$ cat config.mk
export PLATFORM = sky130hd
export DESIGN_NAME = websocket_frame_header_codec
export DESIGN_NICKNAME = d
export VERILOG_FILES = /design/src/design/wsh_pkg.sv /design/src/design/wsh_parser.sv /design/src/design/wsh_encoder.sv /design/src/design/websocket_frame_header_codec.sv
export SDC_FILE = /design/constraint.sdc
export NUM_CORES = 1
export LEC_CHECK = 0
export BUFFER_PORTS_ARGS = -buffer_cell sky130_fd_sc_hd__buf_2
export CAP_MARGIN = 20
export CELL_PAD_IN_SITES_DETAIL_PLACEMENT = 1
export CELL_PAD_IN_SITES_GLOBAL_PLACEMENT = 1
export CORE_MARGIN = 1.5
export CORE_UTILIZATION = 40
export DETAILED_ROUTE_END_ITERATION = 12
export PLACE_DENSITY = 0.73
export SYNTH_ARGS = -nofsm -noshare
export SYNTH_HDL_FRONTEND = slang
export SYNTH_SLANG_ARGS = --single-unit
$ cat constraint.sdc
create_clock -name clk -period 5.6 [get_ports clk]
set_clock_uncertainty 0.1 [all_clocks]
set_input_delay 1.4 -clock clk [delete_from_list [all_inputs] [get_ports clk]]
set_output_delay 1.4 -clock clk [all_outputs]
set_load 0.01 [all_outputs]
$ cat src/design/wsh_pkg.sv
package wsh_pkg;

  typedef enum logic {
    OP_PARSE  = 1'b0,
    OP_ENCODE = 1'b1
  } op_t;

  typedef enum logic {
    KIND_SUMMARY = 1'b0,
    KIND_BYTE    = 1'b1
  } kind_t;

  typedef enum logic [1:0] {
    LEN_7  = 2'd0,
    LEN_16 = 2'd1,
    LEN_64 = 2'd2
  } len_kind_t;

  localparam logic [6:0]  LEN_CODE_16  = 7'd126;
  localparam logic [6:0]  LEN_CODE_64  = 7'd127;
  localparam logic [63:0] LEN_LIMIT_7  = 64'd126;
  localparam logic [63:0] LEN_LIMIT_16 = 64'h10000;

  localparam logic [3:0] HDR_BASE   = 4'd2;
  localparam logic [3:0] KEY_BYTES  = 4'd4;
  localparam logic [3:0] EXT_BYTES_16 = 4'd2;
  localparam logic [3:0] EXT_BYTES_64 = 4'd8;

  localparam logic [3:0] OPC_CONT    = 4'h0;
  localparam logic [3:0] OPC_TEXT    = 4'h1;
  localparam logic [3:0] OPC_BINARY  = 4'h2;
  localparam logic [3:0] OPC_UNKNOWN = 4'h3;
  localparam logic [3:0] OPC_CLOSE   = 4'h8;
  localparam logic [3:0] OPC_PING    = 4'h9;
  localparam logic [3:0] OPC_PONG    = 4'hA;

  localparam logic [2:0] CLS_CONT    = 3'd0;
  localparam logic [2:0] CLS_TEXT    = 3'd1;
  localparam logic [2:0] CLS_BINARY  = 3'd2;
  localparam logic [2:0] CLS_CLOSE   = 3'd3;
  localparam logic [2:0] CLS_PING    = 3'd4;
  localparam logic [2:0] CLS_PONG    = 3'd5;
  localparam logic [2:0] CLS_UNKNOWN = 3'd6;

  // slave word, rx_byte in the lowest bits
  typedef struct packed {
    logic [2:0]  pad;
    logic [31:0] tx_key;
    logic [63:0] tx_length;
    logic        tx_masked;
    logic [2:0]  tx_opcode_class;
    logic        tx_fin;
    logic [7:0]  rx_byte;
  } in_word_t;

  // master word, tx_byte in the lowest bits
  typedef struct packed {
    logic [6:0]  pad;
    logic [3:0]  header_bytes;
    logic [31:0] rx_key;
    logic [63:0] rx_length;
    logic        rx_masked;
    logic [2:0]  rx_opcode_class;
    logic        rx_fin;
    logic [7:0]  tx_byte;
  } out_word_t;

  typedef struct packed {
    logic        fin;
    logic [2:0]  opcode_class;
    logic        masked;
    logic [63:0] length;
    logic [31:0] key;
    logic [3:0]  header_bytes;
  } summary_t;

  typedef struct packed {
    logic [7:0] data;
    logic       last;
    logic [3:0] count;
  } enc_out_t;

  function automatic logic [2:0] class_of_opcode(input logic [3:0] code);
    logic [2:0] cls;
    unique case (code)
      OPC_CONT:   cls = CLS_CONT;
      OPC_TEXT:   cls = CLS_TEXT;
      OPC_BINARY: cls = CLS_BINARY;
      OPC_CLOSE:  cls = CLS_CLOSE;
      OPC_PING:   cls = CLS_PING;
      OPC_PONG:   cls = CLS_PONG;
      default:    cls = CLS_UNKNOWN;
    endcase
    return cls;
  endfunction

  function automatic logic [3:0] opcode_of_class(input logic [2:0] cls);
    logic [3:0] code;
    unique case (cls)
      CLS_CONT:   code = OPC_CONT;
      CLS_TEXT:   code = OPC_TEXT;
      CLS_BINARY: code = OPC_BINARY;
      CLS_CLOSE:  code = OPC_CLOSE;
      CLS_PING:   code = OPC_PING;
      CLS_PONG:   code = OPC_PONG;
      default:    code = OPC_UNKNOWN;
    endcase
    return code;
  endfunction

  function automatic logic [3:0] ext_bytes(input len_kind_t kind);
    logic [3:0] n;
    unique case (kind)
      LEN_16:  n = EXT_BYTES_16;
      LEN_64:  n = EXT_BYTES_64;
      default: n = 4'd0;
    endcase
    return n;
  endfunction

endpackage

$ cat src/design/wsh_parser.sv
module wsh_parser (
  input  logic              clk,
  input  logic              rst,
  input  logic              step,
  input  logic [7:0]        rx_byte,
  output logic              done,
  output wsh_pkg::summary_t summary
);

  logic [3:0]         byte_position;
  logic               fin_seen;
  logic [2:0]         opcode_seen;
  logic               mask_seen;
  wsh_pkg::len_kind_t length_kind;
  logic [63:0]        length_accum;
  logic [31:0]        key_accum;

  logic [3:0]         byte_position_next;
  logic               fin_seen_next;
  logic [2:0]         opcode_seen_next;
  logic               mask_seen_next;
  wsh_pkg::len_kind_t length_kind_next;
  logic [63:0]        length_accum_next;
  logic [31:0]        key_accum_next;
  logic [3:0]         total;

  always_comb begin
    fin_seen_next     = fin_seen;
    opcode_seen_next  = opcode_seen;
    mask_seen_next    = mask_seen;
    length_kind_next  = length_kind;
    length_accum_next = length_accum;
    key_accum_next    = key_accum;
    priority if (byte_position == 4'd0) begin
      fin_seen_next     = rx_byte[7];
      opcode_seen_next  = wsh_pkg::class_of_opcode(rx_byte[3:0]);
      mask_seen_next    = 1'b0;
      length_kind_next  = wsh_pkg::LEN_7;
      length_accum_next = '0;
      key_accum_next    = '0;
    end else if (byte_position == 4'd1) begin
      mask_seen_next = rx_byte[7];
      priority if (rx_byte[6:0] == wsh_pkg::LEN_CODE_16) begin
        length_kind_next  = wsh_pkg::LEN_16;
        length_accum_next = '0;
      end else if (rx_byte[6:0] == wsh_pkg::LEN_CODE_64) begin
        length_kind_next  = wsh_pkg::LEN_64;
        length_accum_next = '0;
      end else begin
        length_kind_next  = wsh_pkg::LEN_7;
        length_accum_next = {57'd0, rx_byte[6:0]};
      end
    end else if (byte_position < 4'(wsh_pkg::HDR_BASE + wsh_pkg::ext_bytes(length_kind))) begin
      length_accum_next = {length_accum[55:0], rx_byte};
    end else begin
      key_accum_next = {key_accum[23:0], rx_byte};
    end
    total = 4'(wsh_pkg::HDR_BASE + wsh_pkg::ext_bytes(length_kind_next)
               + (mask_seen_next ? wsh_pkg::KEY_BYTES : 4'd0));
    done  = (byte_position != 4'd0) && (4'(byte_position + 4'd1) >= total);
    byte_position_next = done ? 4'd0 : 4'(byte_position + 4'd1);
  end

  always_comb begin
    summary.fin          = fin_seen;
    summary.opcode_class = opcode_seen;
    summary.masked       = mask_seen_next;
    summary.length       = length_accum_next;
    summary.key          = mask_seen_next ? key_accum_next : 32'd0;
    summary.header_bytes = total;
  end

  always_ff @(posedge clk) begin
    if (rst) begin
      byte_position <= 4'd0;
      fin_seen      <= 1'b0;
      opcode_seen   <= 3'd0;
      mask_seen     <= 1'b0;
      length_kind   <= wsh_pkg::LEN_7;
      length_accum  <= '0;
      key_accum     <= '0;
    end else if (step) begin
      byte_position <= byte_position_next;
      fin_seen      <= fin_seen_next;
      opcode_seen   <= opcode_seen_next;
      mask_seen     <= mask_seen_next;
      length_kind   <= length_kind_next;
      length_accum  <= length_accum_next;
      key_accum     <= key_accum_next;
    end
  end

endmodule

$ cat src/design/wsh_encoder.sv
module wsh_encoder (
  input  logic              clk,
  input  logic              rst,
  input  logic              advance,
  input  wsh_pkg::in_word_t fields,
  output wsh_pkg::enc_out_t enc
);

  logic [3:0]  idx;
  logic [3:0]  ext_n;
  logic [6:0]  len7;
  logic [63:0] ext_val;
  logic [3:0]  ext_pos;
  logic [3:0]  key_pos;
  logic [2:0]  sh;
  logic [1:0]  kj;

  always_comb begin
    priority if (fields.tx_length < wsh_pkg::LEN_LIMIT_7) begin
      ext_n   = 4'd0;
      len7    = fields.tx_length[6:0];
      ext_val = '0;
    end else if (fields.tx_length < wsh_pkg::LEN_LIMIT_16) begin
      ext_n   = wsh_pkg::EXT_BYTES_16;
      len7    = wsh_pkg::LEN_CODE_16;
      ext_val = {48'd0, fields.tx_length[15:0]};
    end else begin
      ext_n   = wsh_pkg::EXT_BYTES_64;
      len7    = wsh_pkg::LEN_CODE_64;
      ext_val = fields.tx_length;
    end
    enc.count = 4'(wsh_pkg::HDR_BASE + ext_n
                   + (fields.tx_masked ? wsh_pkg::KEY_BYTES : 4'd0));
    ext_pos = 4'(idx - wsh_pkg::HDR_BASE);
    key_pos = 4'(ext_pos - ext_n);
    sh      = 3'(ext_n - 4'd1 - ext_pos);
    kj      = key_pos[1:0];
    priority if (idx == 4'd0) begin
      enc.data = {fields.tx_fin, 3'b000,
                  wsh_pkg::opcode_of_class(fields.tx_opcode_class)};
    end else if (idx == 4'd1) begin
      enc.data = {fields.tx_masked, len7};
    end else if (ext_pos < ext_n) begin
      enc.data = ext_val[{sh, 3'b000} +: 8];
    end else begin
      // key goes out most significant byte first
      enc.data = fields.tx_key[{~kj, 3'b000} +: 8];
    end
    enc.last = (idx == 4'(enc.count - 4'd1));
  end

  always_ff @(posedge clk) begin
    if (rst) begin
      idx <= 4'd0;
    end else if (advance) begin
      idx <= enc.last ? 4'd0 : 4'(idx + 4'd1);
    end
  end

endmodule

$ cat src/design/websocket_frame_header_codec.sv
// channel | handshake              | payload
// s_axis  | s_axis_tvalid/tready   | tuser = op, tdata = header byte or encode fields
// m_axis  | m_axis_tvalid/tready   | tuser = kind, tlast = last, tdata = result fields
//
// Parse: one word per cycle; the closing byte waits until m_axis registers its summary.
// Encode: 2 to 14 header bytes, one per cycle from the byte counter while m_axis is free.
// Input register holds an encode word until its last byte is loaded out.
// Output register decouples the sides; a full input register stalls s_axis.
// rst is synchronous and clears the parse state, the encode byte counter and both valid flags.
module websocket_frame_header_codec (
  input  logic          clk,
  input  logic          rst,
  input  logic          s_axis_tvalid,
  output logic          s_axis_tready,
  // rx_byte, tx_fin, tx_opcode_class, tx_masked, tx_length, tx_key
  input  logic [111:0]  s_axis_tdata,
  // op
  input  logic          s_axis_tuser,
  output logic          m_axis_tvalid,
  input  logic          m_axis_tready,
  // tx_byte, rx_fin, rx_opcode_class, rx_masked, rx_length, rx_key, header_bytes
  output logic [119:0]  m_axis_tdata,
  // kind
  output logic          m_axis_tuser,
  output logic          m_axis_tlast
);

  logic                s1_valid;
  wsh_pkg::op_t        s1_op;
  wsh_pkg::in_word_t   s1_word;

  logic                out_free;
  logic                par_step;
  logic                par_done;
  logic                enc_adv;
  logic                s1_release;
  logic                load;
  wsh_pkg::summary_t   summary;
  wsh_pkg::enc_out_t   enc;
  wsh_pkg::out_word_t  out_word_next;
  wsh_pkg::kind_t      kind_next;

  assign out_free   = !m_axis_tvalid || m_axis_tready;
  assign par_step   = s1_valid && (s1_op == wsh_pkg::OP_PARSE) && (!par_done || out_free);
  assign enc_adv    = s1_valid && (s1_op == wsh_pkg::OP_ENCODE) && out_free;
  assign s1_release = par_step || (enc_adv && enc.last);
  assign s_axis_tready = !s1_valid || s1_release;
  assign load       = (par_step && par_done) || enc_adv;

  wsh_parser u_parser (
    .clk     (clk),
    .rst     (rst),
    .step    (par_step),
    .rx_byte (s1_word.rx_byte),
    .done    (par_done),
    .summary (summary)
  );

  wsh_encoder u_encoder (
    .clk     (clk),
    .rst     (rst),
    .advance (enc_adv),
    .fields  (s1_word),
    .enc     (enc)
  );

  always_comb begin
    out_word_next = '0;
    if (s1_op == wsh_pkg::OP_PARSE) begin
      kind_next                     = wsh_pkg::KIND_SUMMARY;
      out_word_next.rx_fin          = summary.fin;
      out_word_next.rx_opcode_class = summary.opcode_class;
      out_word_next.rx_masked       = summary.masked;
      out_word_next.rx_length       = summary.length;
      out_word_next.rx_key          = summary.key;
      out_word_next.header_bytes    = summary.header_bytes;
    end else begin
      kind_next                  = wsh_pkg::KIND_BYTE;
      out_word_next.tx_byte      = enc.data;
      out_word_next.header_bytes = enc.count;
    end
  end

  always_ff @(posedge clk) begin
    if (rst) begin
      s1_valid <= 1'b0;
    end else if (s_axis_tready) begin
      s1_valid <= s_axis_tvalid;
    end
  end

  always_ff @(posedge clk) begin
    if (s_axis_tready && s_axis_tvalid) begin
      s1_op   <= wsh_pkg::op_t'(s_axis_tuser);
      s1_word <= wsh_pkg::in_word_t'(s_axis_tdata);
    end
  end

  always_ff @(posedge clk) begin
    if (rst) begin
      m_axis_tvalid <= 1'b0;
    end else if (out_free) begin
      m_axis_tvalid <= load;
    end
  end

  always_ff @(posedge clk) begin
    if (out_free && load) begin
      m_axis_tdata <= out_word_next;
      m_axis_tuser <= kind_next;
      m_axis_tlast <= (s1_op == wsh_pkg::OP_ENCODE) && enc.last;
    end
  end

endmodule

# After elaboration in Yosys (flattened, before gate mapping)
# Cells that the tools add are included.
dict set report totals {
  regBits 338
  latch_bits 0
  mem_bits_rw 0
  mem_bits_ro 0
  in_bits 117
  output_inout_bits 124
  memories 0
}
dict set report op_classes {
  add_sub_neg 12
  n_mul 0
  div_mod_pow 0
  n_lt_le_gt_ge 5
  eq_ne 19
  shifts 2
  n_mux 35
  bitwise_logic 3
  n_reduce_logical 26
}
# op n
set ops {}
lappend ops {{$mux 64} 6}
lappend ops {{$mux 32} 3}
lappend ops {{$lt 64x17->1 const B} 1}
lappend ops {{$lt 64x7->1 const B} 1}
lappend ops {{$shiftx 64x7->8} 1}
lappend ops {{$shiftx 32x6->8} 1}
lappend ops {{$mux 4} 7}
lappend ops {{$mux 8} 3}
lappend ops {{$pmux 4 s6} 1}
lappend ops {{$pmux 3 s6} 1}
lappend ops {{$pmux 4 s2} 2}
lappend ops {{$eq 7x7->1 const B} 2}
lappend ops {{$mux 7} 2}
lappend ops {{$add 2x4->4 const A} 3}
lappend ops {{$eq 4x1->1 const B} 3}
lappend ops {{$eq 4x4->1 const B} 3}
lappend ops {{$logic_not 4->1} 3}
lappend ops {{$logic_and 1x1->1} 10}
lappend ops {{$add 4x1->4 const B} 2}
lappend ops {{$add 4x4->4} 2}
lappend ops {{$lt 4x4->1} 2}
lappend ops {{$mux 2} 4}
lappend ops {{$eq 3x2->1 const B} 2}
lappend ops {{$eq 3x3->1 const B} 2}
lappend ops {{other kinds (21)} 35}

# Logic depth before layout (Yosys ltp)
# Gate-level depths: netlist (run 1).
dict set report logic_depth {
  word_depth 17
  mapped_depth 18
  depth_no_buf 15
}

# Hierarchy
# Synthesis (run 1) repeated with hierarchy kept, for this count alone.
dict set report hier_totals {
  hier_cells 1264
  hier_area_um2 14776.7
}
# module n_inst cells_per_inst area_per_inst_um2
set modules_own_cells {}
lappend modules_own_cells {websocket_frame_header_codec 1 378 7862.5}
lappend modules_own_cells {wsh_parser 1 693 5278.8}
lappend modules_own_cells {wsh_encoder 1 193 1635.3}

# Worst setup path before layout (run 1)
# No wires, ideal clock.
dict set report synth_timing {
  path_type {reg2reg}
  start {register u_parser.byte_position[1]}
  end {register s1_op, enable pin}
  setup_time_ns 0.481
  arrival_ns 5.477
  required_ns 5.019
  setup_slack_ns -0.458
  path_stages_with_launch 17
  synth_period_minus_slack_ns 6.058
  cell_sequence {dfxtp_1 > inv_1 > ha_1 > or3b_1 > clkbuf_1 > nor4_1 > nand2b_1 > a22o_1 > inv_1 > ha_1 > inv_1 > ha_1 > a21oi_1 > o21ai_2 > buf_6 > o311ai_2 > and2_1}
}
dict set report synth_between {
  elab_chain_cells 15
}
# element line_no
set synth_lines {}
lappend synth_lines {{start: declaration} wsh_parser.sv:10} ;# logic [3:0] byte_position;
lappend synth_lines {{start signal: assignment} wsh_parser.sv:83} ;# byte_position <= byte_position_next;
lappend synth_lines {{$eq 4x1->1} wsh_parser.sv:41} ;# end else if (byte_position == 4'd1) begin
lappend synth_lines {{$mux 2} wsh_parser.sv:41}
lappend synth_lines {{$mux 2} wsh_parser.sv:34} ;# priority if (byte_position == 4'd0) begin
lappend synth_lines {{$eq 2x2->1 or $eq 2x1->1 (tied branches)} wsh_pkg.sv:113} ;# unique case (kind)
lappend synth_lines {{$pmux 4 s2} wsh_pkg.sv:113}
lappend synth_lines {{$add 2x4->4} wsh_parser.sv:58} ;# total = 4'(wsh_pkg::HDR_BASE + wsh_pkg::ext_bytes(length_kind_next)
lappend synth_lines {{$add 4x4->4} wsh_parser.sv:59} ;# + (mask_seen_next ? wsh_pkg::KEY_BYTES : 4'd0));
lappend synth_lines {{$ge 4x4->1} wsh_parser.sv:60} ;# done = (byte_position != 4'd0) && (4'(byte_position + 4'd1) >= total);
lappend synth_lines {{$logic_and 1x1->1 (*)} wsh_parser.sv:60}
lappend synth_lines {{$logic_not 1->1 (*)} websocket_frame_header_codec.sv:44} ;# assign par_step = s1_valid && (s1_op == wsh_pkg::OP_PARSE) && (!par_done || out_free);
lappend synth_lines {{$logic_or 1x1->1 (*)} websocket_frame_header_codec.sv:44}
lappend synth_lines {{$logic_and 1x1->1 (*)} websocket_frame_header_codec.sv:44}
lappend synth_lines {{$logic_or 1x1->1 (*)} websocket_frame_header_codec.sv:46} ;# assign s1_release = par_step || (enc_adv && enc.last);
lappend synth_lines {{$logic_or 1x1->1 (*)} websocket_frame_header_codec.sv:47} ;# assign s_axis_tready = !s1_valid || s1_release;
lappend synth_lines {{named net s_axis_tready} websocket_frame_header_codec.sv:14} ;# output logic s_axis_tready,
lappend synth_lines {{$logic_and 1x1->1 (*)} websocket_frame_header_codec.sv:93} ;# if (s_axis_tready && s_axis_tvalid) begin
lappend synth_lines {{end signal: assignment} websocket_frame_header_codec.sv:94} ;# s1_op <= wsh_pkg::op_t'(s_axis_tuser);
lappend synth_lines {{end: declaration} websocket_frame_header_codec.sv:29} ;# wsh_pkg::op_t s1_op;
# Mark *: on every way through the listed nets, which the timed path passes. The rest lies on a longest branch.
# A chain may end at the register's enable or synchronous reset.

# Final worst setup path (run 1)
dict set report layout_timing {
  start {register u_parser.byte_position[0]}
  end {output port s_axis_tready}
}
dict set report layout_between {
  elab_chain_cells 14
}
# element line_no
set layout_lines {}
lappend layout_lines {{$eq 4x1->1} wsh_parser.sv:41}
lappend layout_lines {{$mux 2} wsh_parser.sv:41}
lappend layout_lines {{$mux 2} wsh_parser.sv:34}
lappend layout_lines {{$eq 2x2->1 or $eq 2x1->1 (tied branches)} wsh_pkg.sv:113}
lappend layout_lines {{$pmux 4 s2} wsh_pkg.sv:113}
lappend layout_lines {{$add 2x4->4} wsh_parser.sv:58}
lappend layout_lines {{$add 4x4->4} wsh_parser.sv:59}
lappend layout_lines {{$ge 4x4->1} wsh_parser.sv:60}
lappend layout_lines {{$logic_and 1x1->1 (*)} wsh_parser.sv:60}
lappend layout_lines {{$logic_not 1->1 (*)} websocket_frame_header_codec.sv:44}
lappend layout_lines {{$logic_or 1x1->1 (*)} websocket_frame_header_codec.sv:44}
lappend layout_lines {{$logic_and 1x1->1 (*)} websocket_frame_header_codec.sv:44}
lappend layout_lines {{$logic_or 1x1->1 (*)} websocket_frame_header_codec.sv:46}
lappend layout_lines {{$logic_or 1x1->1 (*)} websocket_frame_header_codec.sv:47}
lappend layout_lines {{end: declaration} websocket_frame_header_codec.sv:14}
# Mark *: on every way between the ends. The rest lies on a longest branch, timed or not.

==> results of run 1 <==
==> power by group through the flow <==
stage / Clock [mW] / Sequential, mW / Combinational (mW)
2_1_floorplan: 0 / 2.85 / 0.188
3_3_place_gp: 0 / 2.85 / 0.330
3_5_place_dp: 0 / 2.85 / 0.337
4_1_cts: 2.52 / 2.80 / 0.339
5_1_grt: 2.61 / 2.81 / 0.364
6_report: 2.46 / 2.80 / 0.333
==> metal layers <==
metal	share of wire	global-route usage	vias to the layer above	routed length, um
met3	0.061	0.0442	52	2140
met2	0.48	0.326	282	17000
met5	0.00074	0	-	26
met4	0.018	0.0498	4	637
met1	0.44	0.265	4772	15300
li1	-	-	4464	-
==> stage by stage <==
stage                     utilization  area, um^2  setup WS (ps)  cells
after floorplan                     -       13700           84.5   1094
after global placement          0.452       15200            929   1708
after detailed placement        0.452       15200            932   1708
after CTS                       0.489       16400            341   1774
after global routing            0.489       16400           66.3   1776
final                           0.489       16400            361   1777
==> critical path, delay by kind of cell (launching register included) <==
family / cells / cell delay [ps]
adder cells (fa/ha/maj): 3 / 630
buffers and inverters: 3 / 370
AO/OA/AOI/OAI: 4 / 680
flip-flops: 1 / 410
AND/OR/NAND/NOR: 3 / 1130
==> layout make-up <==
type                    count  area (um^2)  share of cell area
diodes                      3         7.51            0.000456
flip-flops and latches    337         8990               0.547
clock inverters            15          203              0.0123
clock buffers              51         1030              0.0626
multi-input cells         658         4270               0.259
inverters                  17         63.8             0.00388
well taps                 448          561              0.0341
repair buffers            248         1330              0.0806
==> layout by cell type (no fill, tap or decap), types with 16 or more instances in the layout <==
cell type / Yosys / layout
buf_2: 9 / 229
ha_1: 17 / 17
a22o_1: 66 / 66
mux4_2: 17 / 17
a32o_1: 33 / 33
buf_4: 12 / 16
nor2_1: 24 / 23
edfxtp_1: 224 / 224
a21oi_1: 119 / 119
o21ai_0: 17 / 16
clkbuf_16: 0 / 38
nand2_1: 213 / 213
dfxtp_1: 113 / 112
==> worst min-delay path by stage <==
stage | depth (start not counted) | slack [ps] | to
final | 2 | 370 | u_parser.opcode_seen[2]
after global routing | 2 | 400 | u_parser.opcode_seen[2]
after CTS | 2 | 370 | u_parser.opcode_seen[0]
after detailed placement | 2 | 360 | u_parser.opcode_seen[0]
after global placement | 2 | 360 | u_parser.opcode_seen[0]
after floorplan | 2 | 340 | u_parser.opcode_seen[0]
==> flip-flops by register name, indices dropped and copies added (netlist names) <==
| signal | cells |
|---|---|
| u_encoder.idx | 4 |
| m_axis_tlast | 1 |
| u_parser.byte_position | 4 |
| s1_word | 109 |
| s1_valid | 1 |
| s1_op | 1 |
| u_parser.key_accum | 32 |
| u_parser.mask_seen | 1 |
| u_parser.length_kind | 2 |
| m_axis_tdata | 112 |
| m_axis_tvalid | 1 |
| u_parser.length_accum | 64 |
| m_axis_tuser | 1 |
| u_parser.opcode_seen | 3 |
| u_parser.fin_seen | 1 |
==> kinds of logic (layout without fill, tap and decap cells) <==
| kind of cell | after synthesis | in the layout |
|---|---|---|
| AND/OR/NAND/NOR | 312 | 312 |
| XOR/XNOR | 13 | 13 |
| adder cells (fa/ha/maj) | 18 | 18 |
| other | 1 | 11 |
| flip-flops | 337 | 337 |
| AO/OA/AOI/OAI | 271 | 271 |
| multiplexers | 36 | 36 |
| buffers and inverters | 99 | 331 |
==> flow_summary_export.csv, run 1 <==
group,metric,value,unit
die,die_w,188,um
setup_path,crit_type,"reg -> out",
global_routing,grt_pass1_wl,55.2,mm
die,initial_core_util,0.407,
power,power_density,340,mW/mm^2
clock_tree,cts_buffers,37,
drt,num_vias,9574,
global_routing,gr-total-overflow,0,
clock_tree,cts.sinks,337,
die,rows,67,
synth,synth.avg_cell_area,12.6,um^2
power,p_clk_frac,0.440,
cells_and_area,area_growth,20.2,%
drt,drtPass1Iterations,7,
die,die-area,0.0353,mm^2
timing,finalSetupViolCount,0,
synth,synth_xor_area_frac,0.00832,
setup_path,rr_endpoint,"m_axis_tdata[39]",
setup_path,slowest_stage,"nor4_1",
synth,yosysMostFrequentCell,"edfxtp_1",
power,switching_share,0.222,
synth,synth_top_area_frac,0.491,
min_path,hp-class,"reg -> reg",
power,vdd_drop_max,0.000189,V
synth,yosys-mux-area-fraction,0.0423,
power,totalPowerFinal,5.59,mW
timing,drv_slew,0,
global_routing,grt_max_degree,59,
drt,ant_nets,0,
setup_path,cp.required,4100,ps
synth,synth_area_leaders,"edfxtp_1 49%, dfxtp_1 17%, nand2_1 5.8%",
timing,holdWs,374,ps
synth,synth_seq_cells,337,
global_routing,track_usage,0.198,
clock_tree,cts_hold_buf,0,
setup_path,reg2reg_from,"u_parser.byte_position[0]",
drt,wirelength,35.1,mm
power,pwr-share-seq,0.500,
synth,synth_edf_count,224,
job,cap_violations,0,
die,die_height,188,um
power,combPwrFrac,0.060,
setup_path,reg2regPathDepth,14,
clock_tree,htree_num_levels,2,
timing,relSlewSlack,0.261,
power,internal_power,4.35,mW
clock_tree,root_buffer,"clkbuf_16",
clock_tree,insertion_delay,530,ps
synth,netlist_instances,1087,
clock_tree,cts_resized,0,
synth,synth_cell_types,65,
synth,synth_top_family_by_area,"compound AO/OA/AOI/OAI gates",
clock_tree,clock_path_buffers,3,
setup_path,arrival,3740,ps
synth,async_reset_ff_frac,0,
placed_design,dp_hpwl,23.5,mm
status,outcome,"completed",
synth,synth-simple-area-share,0.101,
cells_and_area,final_nets,1433,
drt,wl_per_cell,19.8,um
timing,hold_viol_final,0,
timing,worst_pin_slew,1110,ps
synth,yosys.area_share.adder,0.0163,
setup_path,cp_common_cell,"ha_1",
cells_and_area,fill_cells,3516,
clock_tree,cts_setup_buffers,0,
synth,yosysTopAreaCell,"edfxtp_1",
timing,finalCriticalPeriod,5240,ps
power,p_switching,1.24,mW
synth,syn-cell-area,0.0137,mm^2
timing,max_freq,191,MHz
timing,rsz0062_at_grt,"false",
setup_path,path_max_fanout,6,
setup_path,r2r_slack,1130,ps
die,placeableCoreArea,0.0336,mm^2
synth,synthFlopType,"edfxtp_1",
drt,vias_per_cell,5.39,
clock_tree,cts_tree,"yes",
setup_path,endpoint_kind,"output pin",
placed_design,gp_congestion,0.794,
setup_path,path_cells,"ha_1 > or3b_1 > nor4_1 > nand2b_1 > a22o_1 > inv_1 > ha_1 > inv_1 > ha_1 > a21oi_1 > o21ai_2 > o311ai_2 > buf_2",
synth,synth_compound_area_frac,0.139,
drt,drcViolationCount,0,
setup_path,startpoint,"u_parser.byte_position[0]",
setup_path,cpPeakStageDelay,520,ps
timing,setup-tns-final,0,ps
synth,ys.warnings.count,0,
power,p_leak,5.82,nW
global_routing,grt_pass1_vias,9769,
global_routing,antenna_found_initial,5,
cells_and_area,final_layout_size_suffix_gt1_frac,0.262,
die,ioPinCount,241,
timing,period_share,0.936,
synth,synth_seq_area_share,0.657,
setup_path,critPathCapture,"s_axis_tready",
synth,synth_commonest_cells,"224 x edfxtp_1, 213 x nand2_1, 119 x a21oi_1",
setup_path,worstSetupStartpointType,"register",
placed_design,port_buffers,229,
clock_tree,clkTransAtPathRegs,60,ps
drt,drt-initial-drc-count,682,
min_path,min-delay-start,"u_parser.opcode_seen[2]",
Note: power is estimated with default switching activity, not from simulation.
==> run 2: changes to the inputs <==
--- a/config.mk
+++ b/config.mk
@@ -13,6 +13,8 @@
 export CORE_UTILIZATION = 40
 export DETAILED_ROUTE_END_ITERATION = 12
 export PLACE_DENSITY = 0.73
+export RECOVER_POWER = 50
+export REMOVE_ABC_BUFFERS = 1
 export SYNTH_ARGS = -nofsm -noshare
 export SYNTH_HDL_FRONTEND = slang
 export SYNTH_SLANG_ARGS = --single-unit
==> run 2 against run 1 <==
  * The run now ends with capacitance limit, slew limit left
  * Maximum frequency fell by 1.4%
  * Routed wire length decreased by 0.35%
  * Non-clock buffer count increased by 3
  * Sequential share of layout area up 0.75 points
  * Register-to-register slack worse by 80 ps
  * Total power decreased by 1.4%
  * Utilization down 0.66 points
  * Cell count did not move
  * Final area is 1.4% lower
  * Worst setup slack worse by 73 ps
  * Sequential power barely moved
  * Critical path type unchanged
  * Largest power group unchanged
  * Count of clock-buffer cells in the layout increased by 2
==> flow_summary_export.csv, run 2 (synthesis results as in run 1) <==
group,metric,value,unit
status,outcome,"complete, but fails checks",
status,violations,"capacitance limit, slew limit",
cells_and_area,final_layout_size_suffix_gt1_frac,0.163,
global_routing,track_usage,0.194,
drt,drt-initial-drc-count,596,
drt,vias_per_cell,5.36,
drt,ant_nets,0,
global_routing,gr-total-overflow,0,
cells_and_area,stdcell_count,1777,
clock_tree,cts_buffers,37,
power,p_leak,5.42,nW
clock_tree,insertion_delay,520,ps
power,vdd_drop_max,0.000284,V
setup_path,path_max_fanout,6,
timing,relSlewSlack,-0.860,
clock_tree,cts_tree,"yes",
global_routing,grt_pass1_wl,54.4,mm
placed_design,place_inst,1711,
die,die_height,188,um
cells_and_area,final_cell_mix,"224 x edfxtp_1, 213 x nand2_1, 144 x clkbuf_1, 119 x a21oi_1, 112 x dfxtp_1",
clock_tree,cts_hold_buf,0,
placed_design,dp_slack,863,ps
die,placeableCoreArea,0.0336,mm^2
clock_tree,cts_resized,0,
cells_and_area,area_growth,18.5,%
timing,holdWs,380,ps
die,rows,67,
setup_path,crit_type,"reg -> out",
timing,max_freq,188,MHz
setup_path,worstSetupStartpointType,"register",
job,cap_violations,3,
clock_tree,htree_num_levels,2,
drt,wirelength,35.0,mm
drt,wl_per_cell,19.7,um
clock_tree,root_buffer,"clkbuf_16",
cells_and_area,fin_util,0.483,
cells_and_area,fill_cells,3526,
min_path,hp-class,"reg -> reg",
die,ioPinCount,241,
timing,period_share,0.949,
setup_path,endpoint_kind,"output pin",
placed_design,port_buffers,229,
timing,finalSetupViolCount,0,
min_path,hold_depth,2,
global_routing,grt_pass1_vias,9834,
timing,drv_slew,133,
timing,rsz0062_at_grt,"false",
cells_and_area,reg.largest.list,"m_axis_tdata (112), s1_word (109), u_parser.length_accum (64)",
cells_and_area,final_common_cell,"edfxtp_1",
placed_design,dp_hpwl,23.5,mm
setup_path,cp.required,4100,ps
drt,drtPass1Iterations,5,
global_routing,grt_max_degree,65,
global_routing,antenna_found_initial,3,
clock_tree,cts_setup_buffers,0,
clock_tree,cts.sinks,337,
setup_path,reg2regPathDepth,14,
timing,setup_ws,287,ps
clock_tree,clkTransAtPathRegs,60,ps
die,die-area,0.0353,mm^2
clock_tree,clock_path_buffers,3,
drt,num_vias,9533,
cells_and_area,regMostFlops,"m_axis_tdata",
cells_and_area,final_nets,1436,
cells_and_area,largest_reg_flops,112,
setup_path,arrival,3810,ps
die,initial_core_util,0.407,
timing,finalCriticalPeriod,5310,ps
timing,hold_viol_final,0,
placed_design,gp_congestion,0.754,
drt,drcViolationCount,0,
power,power_density,340,mW/mm^2
die,die_w,188,um
timing,worst_pin_slew,2790,ps
run 2: layout make-up:
| cell class | count | area [um^2] | share of cell area |
|---|---|---|---|
| sequential | 337 | 8990 | 0.554 |
| multi-input combinational | 658 | 4270 | 0.263 |
| clock buffer | 53 | 1040 | 0.0639 |
| clock inverter | 11 | 143 | 0.00879 |
| tap | 448 | 561 | 0.0345 |
| antenna | 2 | 5.00 | 0.000308 |
| inverter | 17 | 63.8 | 0.00393 |
| timing repair buffer | 251 | 1160 | 0.0714 |
run 2: worst paths after layout:
check                                 start                      end  slack [ps]
hold reg to reg     u_parser.opcode_seen[0]  u_parser.opcode_seen[0]         380
setup / recovery  u_parser.byte_position[0]            s_axis_tready         290
hold / removal      u_parser.opcode_seen[0]  u_parser.opcode_seen[0]         380
setup reg to reg  u_parser.byte_position[0]         m_axis_tdata[84]        1050
run 2: routing by layer:
layer	vias up	GRT usage	routed length, um
met1	4760	0.252	15300
met2	269	0.333	17100
met5	-	0	0
met4	0	0.0511	728
met3	47	0.0374	1910
li1	4457	-	-
run 2: per-stage QoR:
step | TNS (ps) | power (mW) | instance area [um^2]
CTS | 0 | 5.59 | 16400
finish | 0 | 5.51 | 16200
floorplan | -41450 | 3.02 | 13300
global placement | 0 | 3.18 | 15200
detailed placement | 0 | 3.19 | 15200
global route | 0 | 5.69 | 16200
run 2: where the power goes:
group	internal [mW]	switching, mW	leakage (nW)
clock	1.43	0.956	0.573
combinational	0.111	0.213	1.80
sequential	2.75	0.0531	3.05
total	4.29	1.22	5.42
run 2: critical path, stage by stage, from the launching register on:
cell and delay, ps:
dfxtp_1 430, ha_1 200, or3b_1 450, nor4_1 560
nand2b_1 130, a22o_1 230, inv_1 60, ha_1 210
inv_1 80, ha_1 230, a21oi_1 230, o21ai_2 120
o311ai_2 130, buf_2 210
